[config.mk]
export PLATFORM = sky130hd
export DESIGN_NAME = spr_front_flat
export DESIGN_NICKNAME = d
export VERILOG_FILES = /design/src/rtl/core/spr_pkg.sv /design/src/rtl/core/spr_if.sv /design/src/rtl/core/spr_front.sv /design/src/flat_wrapper.sv
export SDC_FILE = /design/constraint.sdc
export NUM_CORES = 1
export LEC_CHECK = 0
export BUFFER_PORTS_ARGS = -buffer_cell sky130_fd_sc_hd__buf_2
export CAP_MARGIN = 20
export CELL_PAD_IN_SITES_DETAIL_PLACEMENT = 1
export CELL_PAD_IN_SITES_GLOBAL_PLACEMENT = 1
export CORE_MARGIN = 5
export CORE_UTILIZATION = 48
export DETAILED_ROUTE_END_ITERATION = 8
export PLACE_DENSITY = 0.82
export SYNTH_ARGS = -nofsm -noshare
export SYNTH_HDL_FRONTEND = slang
export SYNTH_SLANG_ARGS = --single-unit
[constraint.sdc]
create_clock -name clk_i -period 17.97 [get_ports clk_i]
set_input_delay 0.8985 -clock clk_i [delete_from_list [all_inputs] [get_ports clk_i]]
set_output_delay 0.8985 -clock clk_i [all_outputs]
set_load 0.01 [all_outputs]
[src/rtl/core/spr_pkg.sv]
// shared types and constants of the seek point resolver
package spr_pkg;

  localparam int unsigned TABLE_DEPTH = 1024;
  localparam int unsigned IDX_W       = $clog2(TABLE_DEPTH);
  localparam int unsigned CNT_W       = $clog2(TABLE_DEPTH + 1);

  localparam int unsigned SAMPLE_W = 36;
  localparam int unsigned OFFSET_W = 48;
  localparam int unsigned SIZE_W   = 16;
  localparam int unsigned OPC_W    = 3;

  localparam int unsigned QUEUE_DEPTH = 2;

  localparam int unsigned          CFG_IDX_W       = 1;
  localparam logic [CFG_IDX_W-1:0] CFG_AUDIO_START = 1'b0;
  localparam logic [CFG_IDX_W-1:0] CFG_POINT_COUNT = 1'b1;

  // operation codes on the request channel
  localparam logic [OPC_W-1:0] OPC_LOAD  = 3'd0;
  localparam logic [OPC_W-1:0] OPC_START = 3'd1;
  localparam logic [OPC_W-1:0] OPC_FRAME = 3'd2;
  localparam logic [OPC_W-1:0] OPC_ERROR = 3'd3;
  localparam logic [OPC_W-1:0] OPC_READ  = 3'd4;

  typedef enum logic [2:0] {
    OP_NONE  = 3'd0,
    OP_LOAD  = 3'd1,
    OP_START = 3'd2,
    OP_FRAME = 3'd3,
    OP_ERROR = 3'd4,
    OP_READ  = 3'd5
  } cmd_kind_e;

  typedef enum logic [3:0] {
    ST_IDLE  = 4'b0001,
    ST_RDATA = 4'b0010,
    ST_WREQ  = 4'b0100,
    ST_WCMP  = 4'b1000
  } state_e;

  typedef struct packed {
    cmd_kind_e             kind;
    logic [IDX_W-1:0]      entry_index;
    logic [SAMPLE_W-1:0]   target_sample;
    logic [SIZE_W-1:0]     frame_block_size;
    logic [OFFSET_W-1:0]   frame_end_offset;
  } cmd_t;

  typedef struct packed {
    logic [SAMPLE_W-1:0]   entry_sample;
    logic [OFFSET_W-1:0]   entry_offset;
    logic [SIZE_W-1:0]     entry_size;
  } entry_t;

  typedef struct packed {
    logic                  abort_flag;
    logic [SAMPLE_W-1:0]   entry_sample;
    logic [OFFSET_W-1:0]   entry_offset;
    logic [SIZE_W-1:0]     entry_frame_size;
  } result_t;

endpackage

[src/rtl/core/spr_if.sv]
// request and response channels of the seek point resolver
interface spr_req_if;
  logic                          valid;
  logic                          ready;
  logic [spr_pkg::OPC_W-1:0]     operation;
  logic [spr_pkg::IDX_W-1:0]     entry_index;
  logic [spr_pkg::SAMPLE_W-1:0]  target_sample;
  logic [spr_pkg::SIZE_W-1:0]    frame_block_size;
  logic [spr_pkg::OFFSET_W-1:0]  frame_end_offset;

  modport source (
    output valid, operation, entry_index, target_sample, frame_block_size, frame_end_offset,
    input  ready
  );
  modport sink (
    input  valid, operation, entry_index, target_sample, frame_block_size, frame_end_offset,
    output ready
  );
endinterface


[src/rtl/core/spr_front.sv]
// front end: accepts request beats, classifies the operation, queues commands
module spr_front (
  input  logic              clk_i,
  input  logic              rst_ni,
  spr_req_if.sink           req_i,
  output spr_pkg::cmd_t     cmd_o,
  output logic              cmd_valid_o,
  input  logic              cmd_pop_i
);

  localparam int unsigned PTR_W = $clog2(spr_pkg::QUEUE_DEPTH);
  localparam int unsigned QCNT_W = $clog2(spr_pkg::QUEUE_DEPTH + 1);

  spr_pkg::cmd_t      queue_q [spr_pkg::QUEUE_DEPTH];
  spr_pkg::cmd_t      cmd_in;
  logic [PTR_W-1:0]   wr_ptr_q, wr_ptr_d;
  logic [PTR_W-1:0]   rd_ptr_q, rd_ptr_d;
  logic [QCNT_W-1:0]  count_q, count_d;
  logic               push;
  logic               pop;

  always_comb begin
    cmd_in.entry_index      = req_i.entry_index;
    cmd_in.target_sample    = req_i.target_sample;
    cmd_in.frame_block_size = req_i.frame_block_size;
    cmd_in.frame_end_offset = req_i.frame_end_offset;
    unique case (req_i.operation)
      spr_pkg::OPC_LOAD:  cmd_in.kind = spr_pkg::OP_LOAD;
      spr_pkg::OPC_START: cmd_in.kind = spr_pkg::OP_START;
      spr_pkg::OPC_FRAME: cmd_in.kind = spr_pkg::OP_FRAME;
      spr_pkg::OPC_ERROR: cmd_in.kind = spr_pkg::OP_ERROR;
      spr_pkg::OPC_READ:  cmd_in.kind = spr_pkg::OP_READ;
      default:            cmd_in.kind = spr_pkg::OP_NONE;
    endcase
  end

  assign req_i.ready = (count_q != QCNT_W'(spr_pkg::QUEUE_DEPTH));
  assign push        = req_i.valid && req_i.ready;
  assign cmd_valid_o = (count_q != '0);
  assign pop         = cmd_pop_i && cmd_valid_o;
  assign cmd_o       = queue_q[rd_ptr_q];

  always_comb begin
    wr_ptr_d = wr_ptr_q;
    rd_ptr_d = rd_ptr_q;
    count_d  = count_q;
    if (push) begin
      wr_ptr_d = (wr_ptr_q == PTR_W'(spr_pkg::QUEUE_DEPTH - 1)) ? '0 : wr_ptr_q + 1'b1;
    end
    if (pop) begin
      rd_ptr_d = (rd_ptr_q == PTR_W'(spr_pkg::QUEUE_DEPTH - 1)) ? '0 : rd_ptr_q + 1'b1;
    end
    if (push && !pop) begin
      count_d = count_q + 1'b1;
    end else if (pop && !push) begin
      count_d = count_q - 1'b1;
    end
  end

  always_ff @(posedge clk_i or negedge rst_ni) begin
    if (!rst_ni) begin
      wr_ptr_q <= '0;
      rd_ptr_q <= '0;
      count_q  <= '0;
    end else begin
      wr_ptr_q <= wr_ptr_d;
      rd_ptr_q <= rd_ptr_d;
      count_q  <= count_d;
    end
  end

  always_ff @(posedge clk_i) begin
    if (push) begin
      queue_q[wr_ptr_q] <= cmd_in;
    end
  end

  assert property (@(posedge clk_i) disable iff (!rst_ni)
    count_q <= QCNT_W'(spr_pkg::QUEUE_DEPTH))
    else $error("command queue count out of range");

  assert property (@(posedge clk_i) disable iff (!rst_ni)
    (push && !pop) |=> (count_q == $past(count_q) + 1'b1))
    else $error("command queue count missed a push");

  assert property (@(posedge clk_i) disable iff (!rst_ni)
    (count_q == '0) |-> (wr_ptr_q == rd_ptr_q))
    else $error("empty queue with pointers apart");

endmodule

[src/flat_wrapper.sv]
// flat-port wrapper written by rule: the top's interface ports become plain ports
module spr_front_flat 
  (clk_i, rst_ni, cmd_o, cmd_valid_o, cmd_pop_i, req_i_valid, req_i_operation, req_i_entry_index, req_i_target_sample, req_i_frame_block_size, req_i_frame_end_offset, req_i_ready);
  spr_req_if req_i_i ();
  input  logic clk_i;
  input  logic rst_ni;
  output spr_pkg::cmd_t cmd_o;
  output logic cmd_valid_o;
  input  logic cmd_pop_i;
  input wire logic [$bits(req_i_i.valid)-1:0] req_i_valid;
  input wire logic [$bits(req_i_i.operation)-1:0] req_i_operation;
  input wire logic [$bits(req_i_i.entry_index)-1:0] req_i_entry_index;
  input wire logic [$bits(req_i_i.target_sample)-1:0] req_i_target_sample;
  input wire logic [$bits(req_i_i.frame_block_size)-1:0] req_i_frame_block_size;
  input wire logic [$bits(req_i_i.frame_end_offset)-1:0] req_i_frame_end_offset;
  output wire logic [$bits(req_i_i.ready)-1:0] req_i_ready;
  assign req_i_i.valid = req_i_valid;
  assign req_i_i.operation = req_i_operation;
  assign req_i_i.entry_index = req_i_entry_index;
  assign req_i_i.target_sample = req_i_target_sample;
  assign req_i_i.frame_block_size = req_i_frame_block_size;
  assign req_i_i.frame_end_offset = req_i_frame_end_offset;
  assign req_i_ready = req_i_i.ready;
  spr_front u_core (.clk_i(clk_i), .rst_ni(rst_ni), .req_i(req_i_i), .cmd_o(cmd_o), .cmd_valid_o(cmd_valid_o), .cmd_pop_i(cmd_pop_i));
endmodule
After elaboration in Yosys (flattened, before gate mapping)
Memories as Yosys holds them, arrays and structs flattened.
Index checks and enable logic that the tools add are counted.
Storage, ports and cells
  logic and storage cells: 29
  output and inout port bits: 115
  register bits after elaboration: 4
  input bits: 117
  memories kept: 1
  bits in writable memories: 226
Memories
  u_core.queue_q: words 2, width 113, read ports 1, clocked after Yosys merged registers in 0, write ports 1, RTL line spr_front.sv:14  | spr_pkg::cmd_t queue_q [spr_pkg::QUEUE_DEPTH];
Cells by class
  muxes and demuxes: 7
  eq/ne operators: 5
  reductions and logical operators: 9
  add/subtract/negate cells: 4
Operator list (count)
  3-bit case mux with 5 select lines: 1
  3-bit by 2-bit equality test with 1-bit output, second input constant: 2
  1-bit logical AND: 4
  1-bit 2-to-1 mux: 4
  2-bit 2-to-1 mux: 2
  2-bit nonzero test: 2
  3-bit by 1-bit equality test with 1-bit output, second input constant: 1
  3-bit equality test, second input constant: 1
  3-bit logical NOT: 1
  1-bit adder, second input constant: 2
  2-bit by 1-bit adder with 2-bit output, second input constant: 1
  1-bit logical NOT: 2
  2-bit inequality test, second input constant: 1
  2-bit by 1-bit subtractor with 2-bit output, second input constant: 1

Depth between registers and ports, before layout
  word-level depth: 6
  depth in mapped cells: 7
  gate-level depth less buffers: 7

Worst setup path after synthesis
Ideal clock, no wire load.
  path type: in2reg
  start point: input req_i_valid
  end point: memory u_core.queue_q[0][0] (netlist name) (enable)
  required time: 17.384 ns
  cell stages on the path: 2
  path slack: 11.695 ns
  library setup time: 0.586 ns
  arrival: 5.689 ns
  cells stage by stage: nand2_1 > nor2_1
On the way
  word-level cells in the longest chain between the ends: 3
RTL lines
  from (decl): RTL line flat_wrapper.sv:10  | input wire logic [$bits(req_i_i.valid)-1:0] req_i_valid;
  1-bit logical AND: RTL line spr_front.sv:38  | assign push = req_i.valid && req_i.ready;
  1-bit 2-to-1 mux: RTL line spr_front.sv:73  | if (push) begin
  1-bit 2-to-1 mux (not written as such): RTL line spr_front.sv:74  | queue_q[wr_ptr_q] <= cmd_in;
  to (decl): RTL line spr_front.sv:14
Every way passes these cells.

==> impl_metrics.env <==
export IMPL_status="finished clean"
export IMPL_ir_drop_uv=124
export IMPL_netlist_instances=377
export IMPL_cp_max_fo=42
export IMPL_required_ps=17070
export IMPL_cts_tree="built"
export IMPL_critPathLaunch="u_core.rd_ptr_q"
export IMPL_cts_htree_levels=1
export IMPL_cp_arrival_ps=2360
export IMPL_place_gp_congestion=0.756
export IMPL_placed_cell_area_mm2=0.0100
export IMPL_grt_pass1_vias=4866
export IMPL_worstSetupEndpointType="output pin"
export IMPL_p_leak_nw=4.21
export IMPL_finalHoldViolCount=0
export IMPL_combPwrFrac_pct=30.8
export IMPL_cts_sinks=230
export IMPL_maxSlewHeadroom_pct=46.7
export IMPL_port_buffers=231
export IMPL_setup_viol=0
export IMPL_synth_fp_nets=495
export IMPL_avgSynthCellArea_um2=22.9
export IMPL_clk_latency_ps=500
export IMPL_core_mm2=0.0178
export IMPL_layout_commonest_cell="buf_2"
export IMPL_slew_viol_final=0
export IMPL_wl_um=18300
export IMPL_fin_tns_setup_ps=0
export IMPL_netlist_area_mm2=0.00863
export IMPL_grt_use_total_pct=17.1
export IMPL_path_clk_slew_ps=60
export IMPL_post_cts_setup_buffers=0
export IMPL_ys_types=18
export IMPL_power_switching_uw=515
export IMPL_mostFrequentLayoutCells="231 x buf_2, 226 x edfxtp_1, 60 x mux2_4"
export IMPL_cts_hold_fix_buffers=0
export IMPL_critPathLaunchType="flop"
export IMPL_seqPwrFrac_pct=43.8
export IMPL_post_dp_hpwl_um=12400
export IMPL_ys_warn_count=0
export IMPL_wl_per_cell_um=21.0
export IMPL_globalRouteOverflowTotal=0
export IMPL_ios=232
export IMPL_cts_root_buf="clkbuf_16"
export IMPL_fin_skew_ps=11.7
export IMPL_fmax_mhz=307
export IMPL_rsz0062_at_grt="no"
export IMPL_p_int_mw=1.26
export IMPL_die_w_um=144
export IMPL_swShare_pct=29.0
export IMPL_power_density_mw_per_mm2=165
export IMPL_vias=4378
export IMPL_grt_pass1_wl_um=27100
export IMPL_ys_ff_latch=230
export IMPL_drt_iter0_drc=195
export IMPL_min_period_ps=3250
export IMPL_cts_resized=0
export IMPL_viasPerCell=5.03
export IMPL_regToRegEndpoint="u_core.queue_q[1][111]"
export IMPL_whs_ps=193
export IMPL_worstSetupPathType="reg -> out"
export IMPL_die_area_mm2=0.0208
export IMPL_initial_utilization_pct=48.4
export IMPL_clkPwrFrac_pct=25.4
export IMPL_area_growth_pct=24.6
export IMPL_timing_reg2reg_setup_slack_ps=15430
export IMPL_drtAntennaViolNets=0
export IMPL_grt_antenna_before_repair=2
export IMPL_die_y_um=144
export IMPL_drc_errors=0
export IMPL_grt_max_degree=74
export IMPL_ctsLongestPathBuffers=3
export IMPL_fin_nets=744
export IMPL_worst_pin_slew_ps=800
export IMPL_dr_pass1_iters=4
export IMPL_post_route_period_util_pct=18.1
export IMPL_cts_made_buffers=24
export IMPL_r2r_start="u_core.count_q[0]"
export IMPL_num_rows=49
export IMPL_layout_drive_gt1_share_pct=60.1
export IMPL_ff2ff_path_depth=3
export IMPL_maxCapViolations=0
export IMPL_final_cell_area_mm2=0.0108
export IMPL_hold_path_class="in -> async"
export IMPL_yosysSeqAreaShare_pct=79.8
-- kinds of logic after synthesis --
group                      synth area share, %
muxes                                     17.4
xor gates and xnor gates                 0.609
adders and majority gates                0.145
and+or+nand+nor                          0.565
DFF                                       79.8
AOI/OAI and AO/OA                        0.116
buffers and inverters                     1.42
-- registers in the layout, summed over array words and instances (netlist names) --
register	count
u_core.queue_q	226
u_core.count_q	2
u_core.rd_ptr_q	1
u_core.wr_ptr_q	1
-- Yosys cell counts --
cell type | instances | area, um2
edfxtp_1 | 226 | 6790
mux2_4 | 60 | 901
mux2_2 | 53 | 597
buf_6 | 7 | 78.8
buf_2 | 5 | 25.0
dfrtp_1 | 4 | 100
nand2_1 | 4 | 15.0
nor2_1 | 4 | 15.0
xnor2_1 | 4 | 35.0
xor2_1 | 2 | 17.5
a21oi_1 | 1 | 5.00
and3_1 | 1 | 6.26
buf_8 | 1 | 15.0
ha_1 | 1 | 12.5
inv_1 | 1 | 3.75
nand2b_1 | 1 | 6.26
o21ai_0 | 1 | 5.00
or2_2 | 1 | 6.26
-- final cells by class --
class                   count  area [um2]
well taps                 229         287
flip-flops and latches    230        6890
fillers                  1644        7090
multi-input cells         133        1630
repair buffers            236        1210
diodes                      1        2.50
clock inverters            14        90.1
inverters                   1        3.75
clock buffers              27         633
-- metal layers --
metal | track usage, % | share of wire (%) | vias up
met2 | 29.3 | 50 | 189
met5 | 0 | 0.10 | -
li1 | - | - | 1994
met1 | 21.6 | 39 | 2160
met4 | 3.96 | 1.7 | 4
met3 | 4.89 | 9.1 | 31
-- critical path, stage by stage (launching register included) --
cell,delay [ps]
dfrtp_4,620
buf_4,660
mux2_2,420
buf_2,150
-- power by group through the flow --
stage,combinational (mW),sequential [mW],clock (mW)
after floorplan,0.379,0.783,0
after global placement,0.507,0.805,0
after detailed placement,0.524,0.819,0
after CTS,0.528,0.810,0.465
after global routing,0.587,0.790,0.493
final,0.547,0.780,0.452
-- worst max-delay path by stage --
stage                           end  slack, ps  cells after the start
6_report                   cmd_o[6]      14720                      3
5_1_grt                    cmd_o[6]      14610                      3
4_1_cts                    cmd_o[6]      13950                      3
3_5_place_dp               cmd_o[6]      14510                      3
3_3_place_gp               cmd_o[3]      14610                      3
2_1_floorplan  u_core.queue_q[0][0]      11690                      2
-- metrics by stage --
step / instances / utilization [%] / total power, mW / setup WS (ps)
final: 871 / 60.3 / 1.78 / 14720
after global routing: 870 / 60.3 / 1.87 / 14610
after CTS: 869 / 60.1 / 1.80 / 13950
after detailed placement: 828 / 56.1 / 1.34 / 14510
after global placement: 828 / 56.1 / 1.31 / 14610
after floorplan: 377 / - / 1.16 / 11690
Note: power is estimated with default switching activity, not from simulation.
